<file path="config.mk">
export PLATFORM = sky130hd
export DESIGN_NAME = multi_timer_table_flat
export DESIGN_NICKNAME = d
export VERILOG_FILES = /design/src/rtl/mtt_pkg.sv /design/src/rtl/mtt_req_if.sv /design/src/rtl/mtt_rsp_if.sv /design/src/rtl/mtt_time_alu.sv /design/src/rtl/mtt_id_cmp.sv /design/src/rtl/mtt_table.sv /design/src/rtl/mtt_out_reg.sv /design/src/rtl/multi_timer_table.sv /design/src/flat_wrapper.sv
export SDC_FILE = /design/constraint.sdc
export NUM_CORES = 2
export LEC_CHECK = 0
export ABC_AREA = 1
export BUFFER_PORTS_ARGS = -buffer_cell sky130_fd_sc_hd__buf_2
export CORE_MARGIN = 1.5
export CORE_UTILIZATION = 60
export DETAILED_ROUTE_END_ITERATION = 10
export GPL_TIMING_DRIVEN = 1
export PLACE_DENSITY_LB_ADDON = 0.05
export SETUP_SLACK_MARGIN = 0.4
export SLEW_MARGIN = 0
export SYNTH_ARGS = -nofsm -noshare
export SYNTH_HDL_FRONTEND = slang
export SYNTH_SLANG_ARGS = --single-unit
</file>
<file path="constraint.sdc">
create_clock -name clk -period 11.1 [get_ports clk]
set_input_delay 1.11 -clock clk [delete_from_list [all_inputs] [get_ports clk]]
set_output_delay 1.11 -clock clk [all_outputs]
set_load 0.05 [all_outputs]
</file>
<file path="src/rtl/mtt_pkg.sv">
package mtt_pkg;

    localparam int ID_W      = 31;
    localparam int IN_TIME_W = 32;
    localparam int KIND_W    = 3;
    localparam int REQ_W     = 2;

    // Id space wraps at this value
    localparam logic [ID_W-1:0] ID_MAX = 31'h7fff_ffff;

    localparam logic [REQ_W-1:0] REQ_SCHED  = 2'd0;
    localparam logic [REQ_W-1:0] REQ_CANCEL = 2'd1;
    localparam logic [REQ_W-1:0] REQ_TICK   = 2'd2;

    localparam logic [KIND_W-1:0] RK_ASSIGNED  = 3'd0;
    localparam logic [KIND_W-1:0] RK_FULL      = 3'd1;
    localparam logic [KIND_W-1:0] RK_CANCEL    = 3'd2;
    localparam logic [KIND_W-1:0] RK_FIRED     = 3'd3;
    localparam logic [KIND_W-1:0] RK_TICK_DONE = 3'd4;

    typedef struct packed {
        logic [KIND_W-1:0] kind;
        logic [ID_W-1:0]   id;
        logic              last;
    } result_t;

    typedef enum logic [5:0] {
        S_IDLE   = 6'b000001,
        S_SCAN   = 6'b000010,
        S_SEARCH = 6'b000100,
        S_EMIT   = 6'b001000,
        S_COMMIT = 6'b010000,
        S_FINAL  = 6'b100000
    } seq_state_t;

endpackage

</file>
<file path="src/rtl/mtt_req_if.sv">
interface mtt_req_if import mtt_pkg::*; ();
    logic                 valid;
    logic                 ready;
    logic [REQ_W-1:0]     req_type;
    logic [IN_TIME_W-1:0] interval;
    logic                 repeat_req;
    logic [ID_W-1:0]      timer_id;
    logic [IN_TIME_W-1:0] elapsed;

    modport source (
        output valid, req_type, interval, repeat_req, timer_id, elapsed,
        input  ready
    );
    modport sink (
        input  valid, req_type, interval, repeat_req, timer_id, elapsed,
        output ready
    );
endinterface

</file>
<file path="src/rtl/mtt_rsp_if.sv">
interface mtt_rsp_if import mtt_pkg::*; ();
    logic              valid;
    logic              ready;
    logic [KIND_W-1:0] result_kind;
    logic [ID_W-1:0]   result_id;
    logic              last;

    modport source (
        output valid, result_kind, result_id, last,
        input  ready
    );
    modport sink (
        input  valid, result_kind, result_id, last,
        output ready
    );
endinterface

</file>
<file path="src/rtl/mtt_time_alu.sv">
module mtt_time_alu #(
    parameter int TIME_BITS = 32
) (
    input  logic                 sub_mode,
    input  logic [TIME_BITS:0]   cnt,
    input  logic [TIME_BITS-1:0] elapsed,
    input  logic [TIME_BITS-1:0] period,
    output logic [TIME_BITS:0]   result,
    output logic                 le_zero
);

    localparam int TB = TIME_BITS;

    logic [TB:0]   room;
    logic [TB+1:0] op_x;
    logic [TB+1:0] op_y;
    logic [TB+1:0] sum;
    logic          under;

    // Offset the countdown so its floor sits at zero, then one adder serves
    // both the saturating subtract and the reload add.
    assign room  = {~cnt[TB], cnt[TB-1:0]};
    assign op_x  = sub_mode ? {1'b0, room} : {cnt[TB], cnt};
    assign op_y  = sub_mode ? ~{2'b00, elapsed} : {2'b00, period};
    assign sum   = op_x + op_y + {{(TB+1){1'b0}}, sub_mode};
    assign under = sub_mode & sum[TB+1];

    always_comb
    begin
        if (under)
        begin
            result = {1'b1, {TB{1'b0}}};
        end
        else if (sub_mode)
        begin
            result = {~sum[TB], sum[TB-1:0]};
        end
        else
        begin
            result = sum[TB:0];
        end
    end

    assign le_zero = result[TB] | (result == '0);

endmodule

</file>
<file path="src/rtl/mtt_id_cmp.sv">
module mtt_id_cmp import mtt_pkg::*; (
    input  logic [ID_W-1:0] a,
    input  logic [ID_W-1:0] b,
    output logic            eq,
    output logic            lt
);

    logic [ID_W:0] diff;

    assign diff = {1'b0, a} - {1'b0, b};
    assign lt   = diff[ID_W];
    assign eq   = (diff == '0);

endmodule

</file>
<file path="src/rtl/mtt_table.sv">
module mtt_table import mtt_pkg::*; #(
    parameter int NUM_TIMERS = 16,
    parameter int TIME_BITS  = 32
) (
    input  logic        clk,
    input  logic        rst_n,
    mtt_req_if.sink     req,
    output logic        push_valid,
    input  logic        push_ready,
    output result_t     push_data
);

    localparam int N     = NUM_TIMERS;
    localparam int TB    = TIME_BITS;
    localparam int IDX_W = (N > 1) ? $clog2(N) : 1;
    localparam int EXT_W = 64;

    localparam logic [IDX_W-1:0] LAST_IDX = IDX_W'(N - 1);

    // control state
    seq_state_t       state_reg, state_next;
    logic [N-1:0]     valid_reg, valid_next;
    logic [N-1:0]     fired_reg, fired_next;
    logic [ID_W-1:0]  id_counter_reg, id_counter_next;
    logic [IDX_W-1:0] idx_reg, idx_next;
    logic             hit_found_reg, hit_found_next;
    logic             free_found_reg, free_found_next;
    logic             best_found_reg, best_found_next;

    // working registers
    logic [REQ_W-1:0] op_reg, op_next;
    logic [ID_W-1:0]  key_reg, key_next;
    logic [TB-1:0]    time_reg, time_next;
    logic             repeat_reg, repeat_next;
    logic [IDX_W-1:0] hit_idx_reg, hit_idx_next;
    logic [IDX_W-1:0] free_idx_reg, free_idx_next;
    logic [IDX_W-1:0] best_idx_reg, best_idx_next;
    logic [ID_W-1:0]  best_id_reg, best_id_next;

    // slot store
    logic [ID_W-1:0]  slot_id_reg       [N];
    logic [TB:0]      slot_cnt_reg      [N];
    logic [TB-1:0]    slot_period_reg   [N];
    logic [N-1:0]     slot_periodic_reg;
    logic [N-1:0]     slot_cancel_reg;

    logic [IDX_W-1:0] rd_idx;
    logic [ID_W-1:0]  rd_id;
    logic [TB:0]      rd_cnt;
    logic [TB-1:0]    rd_period;
    logic             rd_periodic;
    logic             rd_cancel;
    logic             rd_valid;

    logic [ID_W-1:0]  cmp_b;
    logic             cmp_eq;
    logic             cmp_lt;
    logic             alu_sub;
    logic [TB:0]      alu_res;
    logic             alu_le_zero;

    logic             accept;
    logic             is_active_req;
    logic             slot_avail;
    logic [IDX_W-1:0] wr_idx;
    logic [EXT_W-1:0] interval_ext;
    logic [EXT_W-1:0] elapsed_ext;

    assign rd_idx      = (state_reg == S_EMIT) ? best_idx_reg : idx_reg;
    assign rd_id       = slot_id_reg[rd_idx];
    assign rd_cnt      = slot_cnt_reg[rd_idx];
    assign rd_period   = slot_period_reg[rd_idx];
    assign rd_periodic = slot_periodic_reg[rd_idx];
    assign rd_cancel   = slot_cancel_reg[rd_idx];
    assign rd_valid    = valid_reg[rd_idx];

    assign cmp_b   = (state_reg == S_SEARCH) ? best_id_reg : key_reg;
    assign alu_sub = (state_reg == S_SCAN);

    mtt_id_cmp u_cmp (
        .a  (rd_id),
        .b  (cmp_b),
        .eq (cmp_eq),
        .lt (cmp_lt)
    );

    mtt_time_alu #(
        .TIME_BITS (TB)
    ) u_alu (
        .sub_mode (alu_sub),
        .cnt      (rd_cnt),
        .elapsed  (time_reg),
        .period   (rd_period),
        .result   (alu_res),
        .le_zero  (alu_le_zero)
    );

    assign req.ready     = (state_reg == S_IDLE);
    assign accept        = req.valid & req.ready;
    assign is_active_req = (req.req_type == REQ_SCHED) || (req.req_type == REQ_CANCEL)
                           || (req.req_type == REQ_TICK);
    assign slot_avail    = hit_found_reg | free_found_reg;
    assign wr_idx        = hit_found_reg ? hit_idx_reg : free_idx_reg;
    assign interval_ext  = {{(EXT_W-IN_TIME_W){1'b0}}, req.interval};
    assign elapsed_ext   = {{(EXT_W-IN_TIME_W){1'b0}}, req.elapsed};

    always_comb
    begin
        state_next      = state_reg;
        valid_next      = valid_reg;
        fired_next      = fired_reg;
        id_counter_next = id_counter_reg;
        idx_next        = idx_reg;
        hit_found_next  = hit_found_reg;
        free_found_next = free_found_reg;
        best_found_next = best_found_reg;
        op_next         = op_reg;
        key_next        = key_reg;
        time_next       = time_reg;
        repeat_next     = repeat_reg;
        hit_idx_next    = hit_idx_reg;
        free_idx_next   = free_idx_reg;
        best_idx_next   = best_idx_reg;
        best_id_next    = best_id_reg;
        push_valid      = 1'b0;
        push_data       = '{kind: RK_TICK_DONE, id: '0, last: 1'b1};

        case (state_reg)
            S_IDLE:
            begin
                if (accept && is_active_req)
                begin
                    op_next         = req.req_type;
                    key_next        = (req.req_type == REQ_SCHED) ?
                                      ((id_counter_reg + ID_W'(1)) & ID_MAX) : req.timer_id;
                    time_next       = (req.req_type == REQ_SCHED) ?
                                      interval_ext[TB-1:0] : elapsed_ext[TB-1:0];
                    repeat_next     = req.repeat_req;
                    idx_next        = '0;
                    hit_found_next  = 1'b0;
                    free_found_next = 1'b0;
                    state_next      = S_SCAN;
                end
            end

            S_SCAN:
            begin
                if (op_reg == REQ_TICK)
                begin
                    if (rd_valid)
                    begin
                        if (rd_cancel)
                        begin
                            valid_next[idx_reg] = 1'b0;
                        end
                        else
                        begin
                            fired_next[idx_reg] = alu_le_zero;
                        end
                    end
                end
                else
                begin
                    if (rd_valid && cmp_eq && !hit_found_reg)
                    begin
                        hit_found_next = 1'b1;
                        hit_idx_next   = idx_reg;
                    end
                    if (!rd_valid && !free_found_reg)
                    begin
                        free_found_next = 1'b1;
                        free_idx_next   = idx_reg;
                    end
                end
                if (idx_reg == LAST_IDX)
                begin
                    idx_next        = '0;
                    best_found_next = 1'b0;
                    state_next      = (op_reg == REQ_TICK) ? S_SEARCH : S_COMMIT;
                end
                else
                begin
                    idx_next = idx_reg + IDX_W'(1);
                end
            end

            S_SEARCH:
            begin
                if (!(|fired_reg))
                begin
                    state_next = S_FINAL;
                end
                else
                begin
                    if (fired_reg[idx_reg] && (!best_found_reg || cmp_lt))
                    begin
                        best_found_next = 1'b1;
                        best_idx_next   = idx_reg;
                        best_id_next    = rd_id;
                    end
                    if (idx_reg == LAST_IDX)
                    begin
                        idx_next   = '0;
                        state_next = S_EMIT;
                    end
                    else
                    begin
                        idx_next = idx_reg + IDX_W'(1);
                    end
                end
            end

            S_EMIT:
            begin
                push_valid = 1'b1;
                push_data  = '{kind: RK_FIRED, id: best_id_reg, last: 1'b0};
                if (push_ready)
                begin
                    fired_next[best_idx_reg] = 1'b0;
                    if (!rd_periodic)
                    begin
                        valid_next[best_idx_reg] = 1'b0;
                    end
                    best_found_next = 1'b0;
                    idx_next        = '0;
                    state_next      = S_SEARCH;
                end
            end

            S_COMMIT:
            begin
                push_valid = 1'b1;
                if (op_reg == REQ_SCHED)
                begin
                    if (slot_avail)
                    begin
                        push_data = '{kind: RK_ASSIGNED, id: key_reg, last: 1'b1};
                    end
                    else
                    begin
                        push_data = '{kind: RK_FULL, id: '0, last: 1'b1};
                    end
                end
                else
                begin
                    push_data = '{kind: RK_CANCEL, id: '0, last: 1'b1};
                end
                if (push_ready)
                begin
                    if ((op_reg == REQ_SCHED) && slot_avail)
                    begin
                        valid_next[wr_idx] = 1'b1;
                        id_counter_next    = key_reg;
                    end
                    state_next = S_IDLE;
                end
            end

            S_FINAL:
            begin
                push_valid = 1'b1;
                push_data  = '{kind: RK_TICK_DONE, id: '0, last: 1'b1};
                if (push_ready)
                begin
                    state_next = S_IDLE;
                end
            end

            default:
            begin
                state_next = S_IDLE;
            end
        endcase
    end

    always_ff @(posedge clk or negedge rst_n)
    begin
        if (!rst_n)
        begin
            state_reg      <= S_IDLE;
            valid_reg      <= '0;
            fired_reg      <= '0;
            id_counter_reg <= '0;
            idx_reg        <= '0;
            hit_found_reg  <= 1'b0;
            free_found_reg <= 1'b0;
            best_found_reg <= 1'b0;
        end
        else
        begin
            state_reg      <= state_next;
            valid_reg      <= valid_next;
            fired_reg      <= fired_next;
            id_counter_reg <= id_counter_next;
            idx_reg        <= idx_next;
            hit_found_reg  <= hit_found_next;
            free_found_reg <= free_found_next;
            best_found_reg <= best_found_next;
        end
    end

    always_ff @(posedge clk)
    begin
        op_reg       <= op_next;
        key_reg      <= key_next;
        time_reg     <= time_next;
        repeat_reg   <= repeat_next;
        hit_idx_reg  <= hit_idx_next;
        free_idx_reg <= free_idx_next;
        best_idx_reg <= best_idx_next;
        best_id_reg  <= best_id_next;
    end

    // slot store writes
    always_ff @(posedge clk)
    begin
        if ((state_reg == S_SCAN) && (op_reg == REQ_TICK) && rd_valid && !rd_cancel)
        begin
            slot_cnt_reg[idx_reg] <= alu_res;
        end
        if ((state_reg == S_EMIT) && push_ready && rd_periodic)
        begin
            slot_cnt_reg[best_idx_reg] <= alu_res;
        end
        if ((state_reg == S_COMMIT) && push_ready)
        begin
            if ((op_reg == REQ_SCHED) && slot_avail)
            begin
                slot_id_reg[wr_idx]       <= key_reg;
                slot_cnt_reg[wr_idx]      <= {1'b0, time_reg};
                slot_period_reg[wr_idx]   <= time_reg;
                slot_periodic_reg[wr_idx] <= repeat_reg;
                slot_cancel_reg[wr_idx]   <= 1'b0;
            end
            if ((op_reg == REQ_CANCEL) && hit_found_reg)
            begin
                slot_cancel_reg[hit_idx_reg] <= 1'b1;
            end
        end
    end

endmodule

</file>
<file path="src/rtl/mtt_out_reg.sv">
module mtt_out_reg import mtt_pkg::*; (
    input  logic     clk,
    input  logic     rst_n,
    input  logic     push_valid,
    output logic     push_ready,
    input  result_t  push_data,
    mtt_rsp_if.source rsp
);

    logic    full_reg, full_next;
    result_t data_reg;

    // Take a new word when empty, or when the held one leaves in the same cycle
    assign push_ready = !full_reg || rsp.ready;
    assign full_next  = push_ready ? push_valid : full_reg;

    always_ff @(posedge clk or negedge rst_n)
    begin
        if (!rst_n)
        begin
            full_reg <= 1'b0;
        end
        else
        begin
            full_reg <= full_next;
        end
    end

    always_ff @(posedge clk)
    begin
        if (push_ready && push_valid)
        begin
            data_reg <= push_data;
        end
    end

    assign rsp.valid       = full_reg;
    assign rsp.result_kind = data_reg.kind;
    assign rsp.result_id   = data_reg.id;
    assign rsp.last        = data_reg.last;

endmodule

</file>
<file path="src/rtl/multi_timer_table.sv">
// Channel | Dir | Word contents                                   | Accepted when
// req     | in  | req_type, interval, repeat_req, timer_id, elapsed | valid && ready
// rsp     | out | result_kind, result_id, last                    | valid && ready
//
// Schedule and cancel scan every slot, then commit one result word.
// A tick first updates every countdown, then searches all slots for the
// lowest fired id and emits it, once per fired timer, then makes a last
// search step that finds nothing left and emits the done word. The single
// slot read port and the shared id comparator and time adder make each
// scan visit one slot at a time.
// Reset clears the slot valid bits and the id counter at once; slot contents
// need no clearing. The request side is held off while an item is in work;
// a stalled output holds the sequencer in its emit, commit or final step.
module multi_timer_table import mtt_pkg::*; #(
    parameter int NUM_TIMERS = 16,
    parameter int TIME_BITS  = 32
) (
    input  logic      clk,
    input  logic      rst_n,
    mtt_req_if.sink   req,
    mtt_rsp_if.source rsp
);

    logic    push_valid;
    logic    push_ready;
    result_t push_data;

    // Sequencer, slot store and shared arithmetic
    mtt_table #(
        .NUM_TIMERS (NUM_TIMERS),
        .TIME_BITS  (TIME_BITS)
    ) u_table (
        .clk        (clk),
        .rst_n      (rst_n),
        .req        (req),
        .push_valid (push_valid),
        .push_ready (push_ready),
        .push_data  (push_data)
    );

    // Output register: hold each result word until the sink takes it
    mtt_out_reg u_out (
        .clk        (clk),
        .rst_n      (rst_n),
        .push_valid (push_valid),
        .push_ready (push_ready),
        .push_data  (push_data),
        .rsp        (rsp)
    );

    // An accepted request blocks the next one while it is in work
    a_busy_after_accept: assert property (@(posedge clk) disable iff (!rst_n)
        (req.valid && req.ready && (req.req_type == REQ_SCHED ||
         req.req_type == REQ_CANCEL || req.req_type == REQ_TICK)) |=> !req.ready)
        else $error("request side ready right after accepting a request");

    // Only fired words are not final
    a_last_marks_end: assert property (@(posedge clk) disable iff (!rst_n)
        rsp.valid |-> ((rsp.result_kind == RK_FIRED) != rsp.last))
        else $error("last flag disagrees with result kind");

    // Kinds without an id carry zero
    a_zero_id: assert property (@(posedge clk) disable iff (!rst_n)
        (rsp.valid && (rsp.result_kind == RK_FULL || rsp.result_kind == RK_CANCEL ||
         rsp.result_kind == RK_TICK_DONE)) |-> (rsp.result_id == '0))
        else $error("nonzero id on a result kind without an id");

    // When idle, any pending word must close its item
    a_idle_holds_last: assert property (@(posedge clk) disable iff (!rst_n)
        (req.ready && rsp.valid) |-> rsp.last)
        else $error("idle with a non-final result pending");

endmodule

</file>
<file path="src/flat_wrapper.sv">
// flat-port wrapper written by rule: the top's interface ports become plain ports
module multi_timer_table_flat import mtt_pkg::*;
#(
    parameter int NUM_TIMERS = 16,
    parameter int TIME_BITS  = 32
)
  (clk, rst_n, req_valid, req_req_type, req_interval, req_repeat_req, req_timer_id, req_elapsed, req_ready, rsp_valid, rsp_result_kind, rsp_result_id, rsp_last, rsp_ready);
  mtt_req_if req_i ();
  mtt_rsp_if rsp_i ();
  input  logic clk;
  input  logic rst_n;
  input wire logic [$bits(req_i.valid)-1:0] req_valid;
  input wire logic [$bits(req_i.req_type)-1:0] req_req_type;
  input wire logic [$bits(req_i.interval)-1:0] req_interval;
  input wire logic [$bits(req_i.repeat_req)-1:0] req_repeat_req;
  input wire logic [$bits(req_i.timer_id)-1:0] req_timer_id;
  input wire logic [$bits(req_i.elapsed)-1:0] req_elapsed;
  output wire logic [$bits(req_i.ready)-1:0] req_ready;
  output wire logic [$bits(rsp_i.valid)-1:0] rsp_valid;
  output wire logic [$bits(rsp_i.result_kind)-1:0] rsp_result_kind;
  output wire logic [$bits(rsp_i.result_id)-1:0] rsp_result_id;
  output wire logic [$bits(rsp_i.last)-1:0] rsp_last;
  input wire logic [$bits(rsp_i.ready)-1:0] rsp_ready;
  assign req_i.valid = req_valid;
  assign req_i.req_type = req_req_type;
  assign req_i.interval = req_interval;
  assign req_i.repeat_req = req_repeat_req;
  assign req_i.timer_id = req_timer_id;
  assign req_i.elapsed = req_elapsed;
  assign req_ready = req_i.ready;
  assign rsp_valid = rsp_i.valid;
  assign rsp_result_kind = rsp_i.result_kind;
  assign rsp_result_id = rsp_i.result_id;
  assign rsp_last = rsp_i.last;
  assign rsp_i.ready = rsp_ready;
  multi_timer_table #(.NUM_TIMERS(NUM_TIMERS), .TIME_BITS(TIME_BITS)) u_core (.clk(clk), .rst_n(rst_n), .req(req_i), .rsp(rsp_i));
endmodule
</file>
==> Word-level counts from Yosys, hierarchy flattened <==
Memories as Yosys holds them, arrays and structs flattened.
Index checks and enable logic that the tools add are counted.
{ "classes": {"addsub": 5, "reduce_logical": 55, "bitwise_logic": 17, "n_mux": 85, "n_eq_ne": 28, "order_cmp": 9} }
{ "ops": {"columns": ["operator", "n"], "rows": [
  ["16-bit two-way mux", 14],
  ["33-bit two-way mux", 5],
  ["35-bit case mux with 2 select lines", 1],
  ["34-bit two-way mux", 2],
  ["33-bit OR reduction", 2],
  ["16-bit bitwise AND", 4],
  ["31-bit two-way mux", 2],
  ["16-bit NOT", 3],
  ["16-bit case mux with 3 select lines", 1],
  ["6-bit two-way mux", 6],
  ["35-bit two-way mux", 1],
  ["34-bit by 1-bit adder with 34-bit output", 1],
  ["34-bit adder", 1],
  ["32-bit NOT with 34-bit output", 1],
  ["33-bit zero test", 1],
  ["16-bit bitwise mux", 2],
  ["32-bit zero test", 1],
  ["32-bit two-way mux", 1],
  ["4-bit two-way mux", 8],
  ["16-bit OR", 2],
  ["16-bit case mux with 2 select lines", 1],
  ["31-bit by 31-bit subtractor with 32-bit output", 1],
  ["31-bit by 1-bit adder with 31-bit output (second input constant)", 1],
  ["6-bit case mux with 5 select lines", 1],
  ["40 further kinds", 136]
]} }
{ "word_totals": {"memories": 3, "output_inout_bits": 37, "inputBits": 102, "ff_bits": 253, "mem_bits_rw": 1536} }
{ "mem_list": {"columns": ["name", "depth", "width", "rd", "rd_ports_with_merged_regs", "write_ports", "line", "rtl"], "rows": [
  ["u_core.u_table.slot_cnt_reg", 16, 33, 1, 0, 1, "mtt_table.sv:42", "logic [TB:0] slot_cnt_reg [N];"],
  ["u_core.u_table.slot_period_reg", 16, 32, 1, 0, 1, "mtt_table.sv:43", "logic [TB-1:0] slot_period_reg [N];"],
  ["u_core.u_table.slot_id_reg", 16, 31, 1, 0, 1, "mtt_table.sv:41", "logic [ID_W-1:0] slot_id_reg [N];"]
]} }

==> Logic depth before layout (Yosys ltp) <==
An unclocked memory read counts as a cell.
{ "depth": {"ltp_word": 17, "ltp_mapped": 38, "ltp_nobuf": 32} }

==> Hierarchy <==
Synthesis repeated with hierarchy kept, for this count alone.
{ "hier_totals": {"cells_unflattened": 6881, "area_unflattened_um2": 77857.2} }
{ "by_module_without_submodules": {"columns": ["module", "cells_each", "n_inst", "area_each_um2"], "rows": [
  ["mtt_table", 5637, 1, 71040.6],
  ["mtt_time_alu", 658, 1, 3185.6],
  ["mtt_id_cmp", 545, 1, 2534.9],
  ["mtt_out_reg", 41, 1, 1096.1]
]} }

==> Worst setup path after synthesis <==
OpenSTA, ideal clock, no wires.
{ "synth_timing": {"kind": "input -> register", "from": "input port rsp_ready", "to": "memory u_core.u_table.slot_id_reg[3][0], enable pin", "stages": 8, "t_arrival_ns": 5.700, "required_ns": 10.614, "path_slack_ns": 4.914, "cell_sequence": "nor2_1 -> nor2_1 -> inv_1 -> nor2_1 -> inv_1 -> clkbuf_1 -> clkbuf_1 -> nor2_1"} }
{ "synth_via": {"elab_chain_cells": 4} }
{ "synth_lines": {"columns": ["item", "line", "rtl"], "rows": [
  ["start, declared", "flat_wrapper.sv:23", "input wire logic [$bits(rsp_i.ready)-1:0] rsp_ready;"],
  ["1-bit logical OR", "mtt_out_reg.sv:14", "assign push_ready = !full_reg || rsp.ready;"],
  ["1-bit logical AND", "mtt_table.sv:325", "if ((state_reg == S_COMMIT) && push_ready)"],
  ["1-bit two-way mux", "mtt_table.sv:325", null],
  ["1-bit two-way mux (not written as such)", "mtt_table.sv:329", "slot_id_reg[wr_idx] <= key_reg;"],
  ["end, declared", "mtt_table.sv:41", null]
]} }
Every way passes these cells.

==> Final worst setup path <==
{ "layout_timing": {"from": "register u_core.u_table.state_reg[5]", "to": "register u_core.u_table.fired_reg[11]"} }
{ "layout_via": {"elab_chain_cells": 17} }
{ "layout_lines": {"columns": ["item", "line", "rtl"], "rows": [
  ["start, declared", "mtt_table.sv:21", "seq_state_t state_reg, state_next;"],
  ["start signal, assigned", "mtt_table.sv:291", "state_reg <= state_next;"],
  ["6-bit by 4-bit equality test with 1-bit output", "mtt_table.sv:69, mtt_table.sv:128", null],
  ["4-bit two-way mux", "mtt_table.sv:69", "assign rd_idx = (state_reg == S_EMIT) ? best_idx_reg : idx_reg;"],
  ["memory read 16 x 33 bit", null, null],
  ["1-bit NOT", "mtt_time_alu.sv:22", "assign room = {~cnt[TB], cnt[TB-1:0]};"],
  ["34-bit two-way mux", "mtt_time_alu.sv:23", "assign op_x = sub_mode ? {1'b0, room} : {cnt[TB], cnt};"],
  ["34-bit adder", "mtt_time_alu.sv:25", "assign sum = op_x + op_y + {{(TB+1){1'b0}}, sub_mode};"],
  ["34-bit by 1-bit adder with 34-bit output", "mtt_time_alu.sv:25", null],
  ["1-bit NOT", "mtt_time_alu.sv:36", "result = {~sum[TB], sum[TB-1:0]};"],
  ["33-bit two-way mux", "mtt_time_alu.sv:34", "else if (sub_mode)"],
  ["33-bit two-way mux", "mtt_time_alu.sv:30", "if (under)"],
  ["33-bit zero test", "mtt_time_alu.sv:44", "assign le_zero = result[TB] | (result == '0);"],
  ["1-bit OR", "mtt_time_alu.sv:44", null],
  ["16-bit bitwise mux", "mtt_table.sv:158", "fired_next[idx_reg] = alu_le_zero;"],
  ["16-bit two-way mux", "mtt_table.sv:152", "if (rd_cancel)"],
  ["16-bit two-way mux", "mtt_table.sv:150", "if (rd_valid)"],
  ["16-bit two-way mux", "mtt_table.sv:148", "if (op_reg == REQ_TICK)"],
  ["16-bit case mux with 2 select lines", "mtt_table.sv:128", "case (state_reg)"],
  ["end signal, assigned", "mtt_table.sv:293", "fired_reg <= fired_next;"],
  ["end, declared", "mtt_table.sv:23", "logic [N-1:0] fired_reg, fired_next;"]
]} }
Parallel ways exist; a longest one is shown, timed or not. The select of a mux whose other input is x is not followed.
A chain may end at the register's enable or synchronous reset.

==> results.toml <==
[route]
vias = 54194
first_pass_iters = 7
wl_per_cell_um = 25.8
drtIter0Drc = 7085
via_per_inst = 6.31
drc = 0
postRouteAntennaNets = 0
wirelength_mm = 221

[power]
p_sw_frac = 0.333
p_int_mw = 13.4
p_sw_mw = 6.69
ir_drop_mv = 0.286
powerDensity_nw_per_um2 = 236
combinationalPowerShare = 0.263
clockPowerShare = 0.290
p_leak_nw = 30.3
seq_power_share = 0.446

[clock_tree]
clock_path_buffers = 3
cts_resized = 0
ctsHoldBuffers = 0
postCtsSetupBuffers = 0
cts_sinks = 1789
cts_tree = "done"
path_clk_slew_ns = 0.06
cts_buffers = 180
htree_levels = 4
root_buffer = "clkbuf_16"
clock_latency_ns = 0.82

[layout]
layout-drive-gt1-share = 0.0813
fin_area_sq_um = 85200
nNetsFinal = 6947
antennaDiodeCount = 0
area_growth_pct = 10.8
largest_reg_flops = 528

[worst_setup_path]
worstSetupPathType = "reg -> reg"
required_ns = 11.84
crit_family = "simple AND/OR/NAND/NOR gates"
r2r_setup_slack_ns = 3.59
end_kind = "register"
cp_max_fo = 84
crit_top_cell = "nand2_1"
worst-path-buf-inv = 1
crit_arrival_ns = 8.25
cp_slowest_cell = "buf_4"
start_kind = "register"
critPathMaxStageDelay_ns = 0.80

[sta]
slew_headroom = 0.100
post-route-min-period_ns = 7.51
tightest_slew_ns = 1.34
fmax_mhz = 133
finClkSkew_ns = 0.0340
fin_crit_sh = 0.677
slew_violations = 0
fin_tns_setup_ns = 0
finalHoldViolCount = 0
rsz0062_at_grt = "no"
whs_ns = 0.255
setup_viol = 0

[yosys]
yosys.area.top_type_share = 0.668
synth_cell_types = 55
synth_top_area_cell = "edfxtp_1"
async_reset_ff_frac = 0.0430
synth_area_sq_um = 76900
avgSynthCellArea_sq_um = 11.4
ys_warn_count = 0
synth_top_flop_cell = "edfxtp_1"
synthCells = 6726
syn_nets = 6898
ys_seq_area_frac = 0.694
ys_ff_latch = 1789
ys_top_cells_by_area = "edfxtp_1 (67%), nand2_1 (6.1%), o21ai_0 (4.7%)"
synth_edf_count = 1712

[global_route]
grt_max_degree = 185
overflow = 0
grt_pass1_wl_mm = 327
grt_use_total = 0.338
grt_antenna_before_repair = 4
grt_pass1_vias = 51871

[placement]
gp_congestion = 0.963
portBuffers = 138
placed_area_sq_um = 79600
dp_hpwl_mm = 124

[floorplanning]
coreArea_sq_um = 127000
placementRows = 131
dieHeight_um = 361
fp.dieW_um = 361
start_util = 0.604
io_pins = 139
die_area_sq_um = 130000

[status]
status = "completed"

[job]
maxCapViolCount = 0

[hold_path]
hold_path_class = "in -> async"
## cells in the mapped netlist (all sizes together) (2+ instances only)
cell	number
a21o	12
a31oi	40
buf	77
o41ai	8
o211ai	79
and3	2
nand3b	4
o21bai	13
dfrtp	76
nand2	1254
nor3	35
and2	2
a32o	2
ha	68
o22ai	93
o2111ai	2
xor2	42
nand4	38
a22oi	3
o21a	3
edfxtp	1712
clkinv	3
fa	2
clkbuf	313
o31ai	5
nand3	681
or2	4
a21oi	102
inv	317
o21ai	727
a21boi	4
nor4	14
mux2i	16
o221ai	185
nor2	770
xnor2	10
## per-layer routing
metal	wire, um	track usage	vias to the layer above
met4	7380	0.122	4
met3	18000	0.0477	412
li1	-	-	24398
met1	89400	0.472	26715
met5	27	0	-
met2	107000	0.547	2665
## cell families (layout without fill, tap and decap cells)
logic type,count (synthesis),in the layout,share of synthesized area
mux,16,16,0.00208
fa+ha+maj,70,70,0.0116
simple gates,2806,2806,0.152
xor+xnor,52,52,0.00592
flops,1789,1789,0.694
compound gates,1283,1283,0.0996
buf+inv,710,906,0.0357
## power by group through the flow
stage               Clock (mW)  Sequential, mW  Combinational [mW]
global placement             0            9.09                5.19
finish                    5.83            8.97                5.29
global route              6.14            8.99                5.80
floorplan                    0            9.06                3.26
detailed placement           0            9.10                5.23
CTS                       5.88            8.96                5.25
## stage by stage
step	instances	utilization	total power, mW	setup slack [ns]
floorplan	6726	-	12.3	4.91
global placement	8255	0.625	14.3	3.96
detailed placement	8255	0.625	14.3	3.84
CTS	8584	0.669	20.1	3.82
global route	8584	0.669	20.9	3.03
finish	8584	0.669	20.1	3.59
## path summary, 6_finish.rpt
kind | startpoint | end | depth (start not counted)
hold reg to reg | u_core.u_table.valid_reg[3] | u_core.u_table.valid_reg[3] | 2
max in group asynchronous | rst_n | u_core.u_table.id_counter_reg[30] | 2
hold / removal | rst_n | u_core.u_table.valid_reg[10] | 1
setup reg to reg | u_core.u_table.state_reg[5] | u_core.u_table.fired_reg[11] | 26
setup / recovery | u_core.u_table.state_reg[5] | u_core.u_table.fired_reg[11] | 26
min in group clk | req_repeat_req | u_core.u_table.repeat_reg | 1
## cell type report
type | count | area [sq um]
clock buffers | 226 | 4790
well taps | 1662 | 2080
fillers | 9482 | 42200
flip-flops and latches | 1789 | 53300
multi-input cells | 4227 | 21200
inverters | 320 | 1210
clock inverters | 103 | 812
repair buffers | 257 | 1760
## layout by cell type, fill, tap and decap left out, types with 5 or more instances in the layout
master and instances:
edfxtp_1 1712, nand2_1 1251, nor2_1 729, o21ai_0 717
nand3_1 676, inv_1 313, o221ai_1 185, clkbuf_16 185
buf_2 137, buf_4 106, a21oi_1 101, o22ai_1 93
o211ai_1 79, dfrtp_1 76, ha_1 68, clkinv_1 50
xor2_1 42, a31oi_1 40, clkbuf_1 40, nor2_4 38
nand4_1 38, nor3_1 34, clkinv_2 23, mux2i_1 16
nor4_1 14, buf_12 14, o21bai_1 13, a21o_1 12
inv_6 10, xnor2_1 10, bufinv_16 9, o41ai_1 8
clkinvlp_4 8, o21ai_1 6, o31ai_1 5
(Power assumes the default switching activity.)
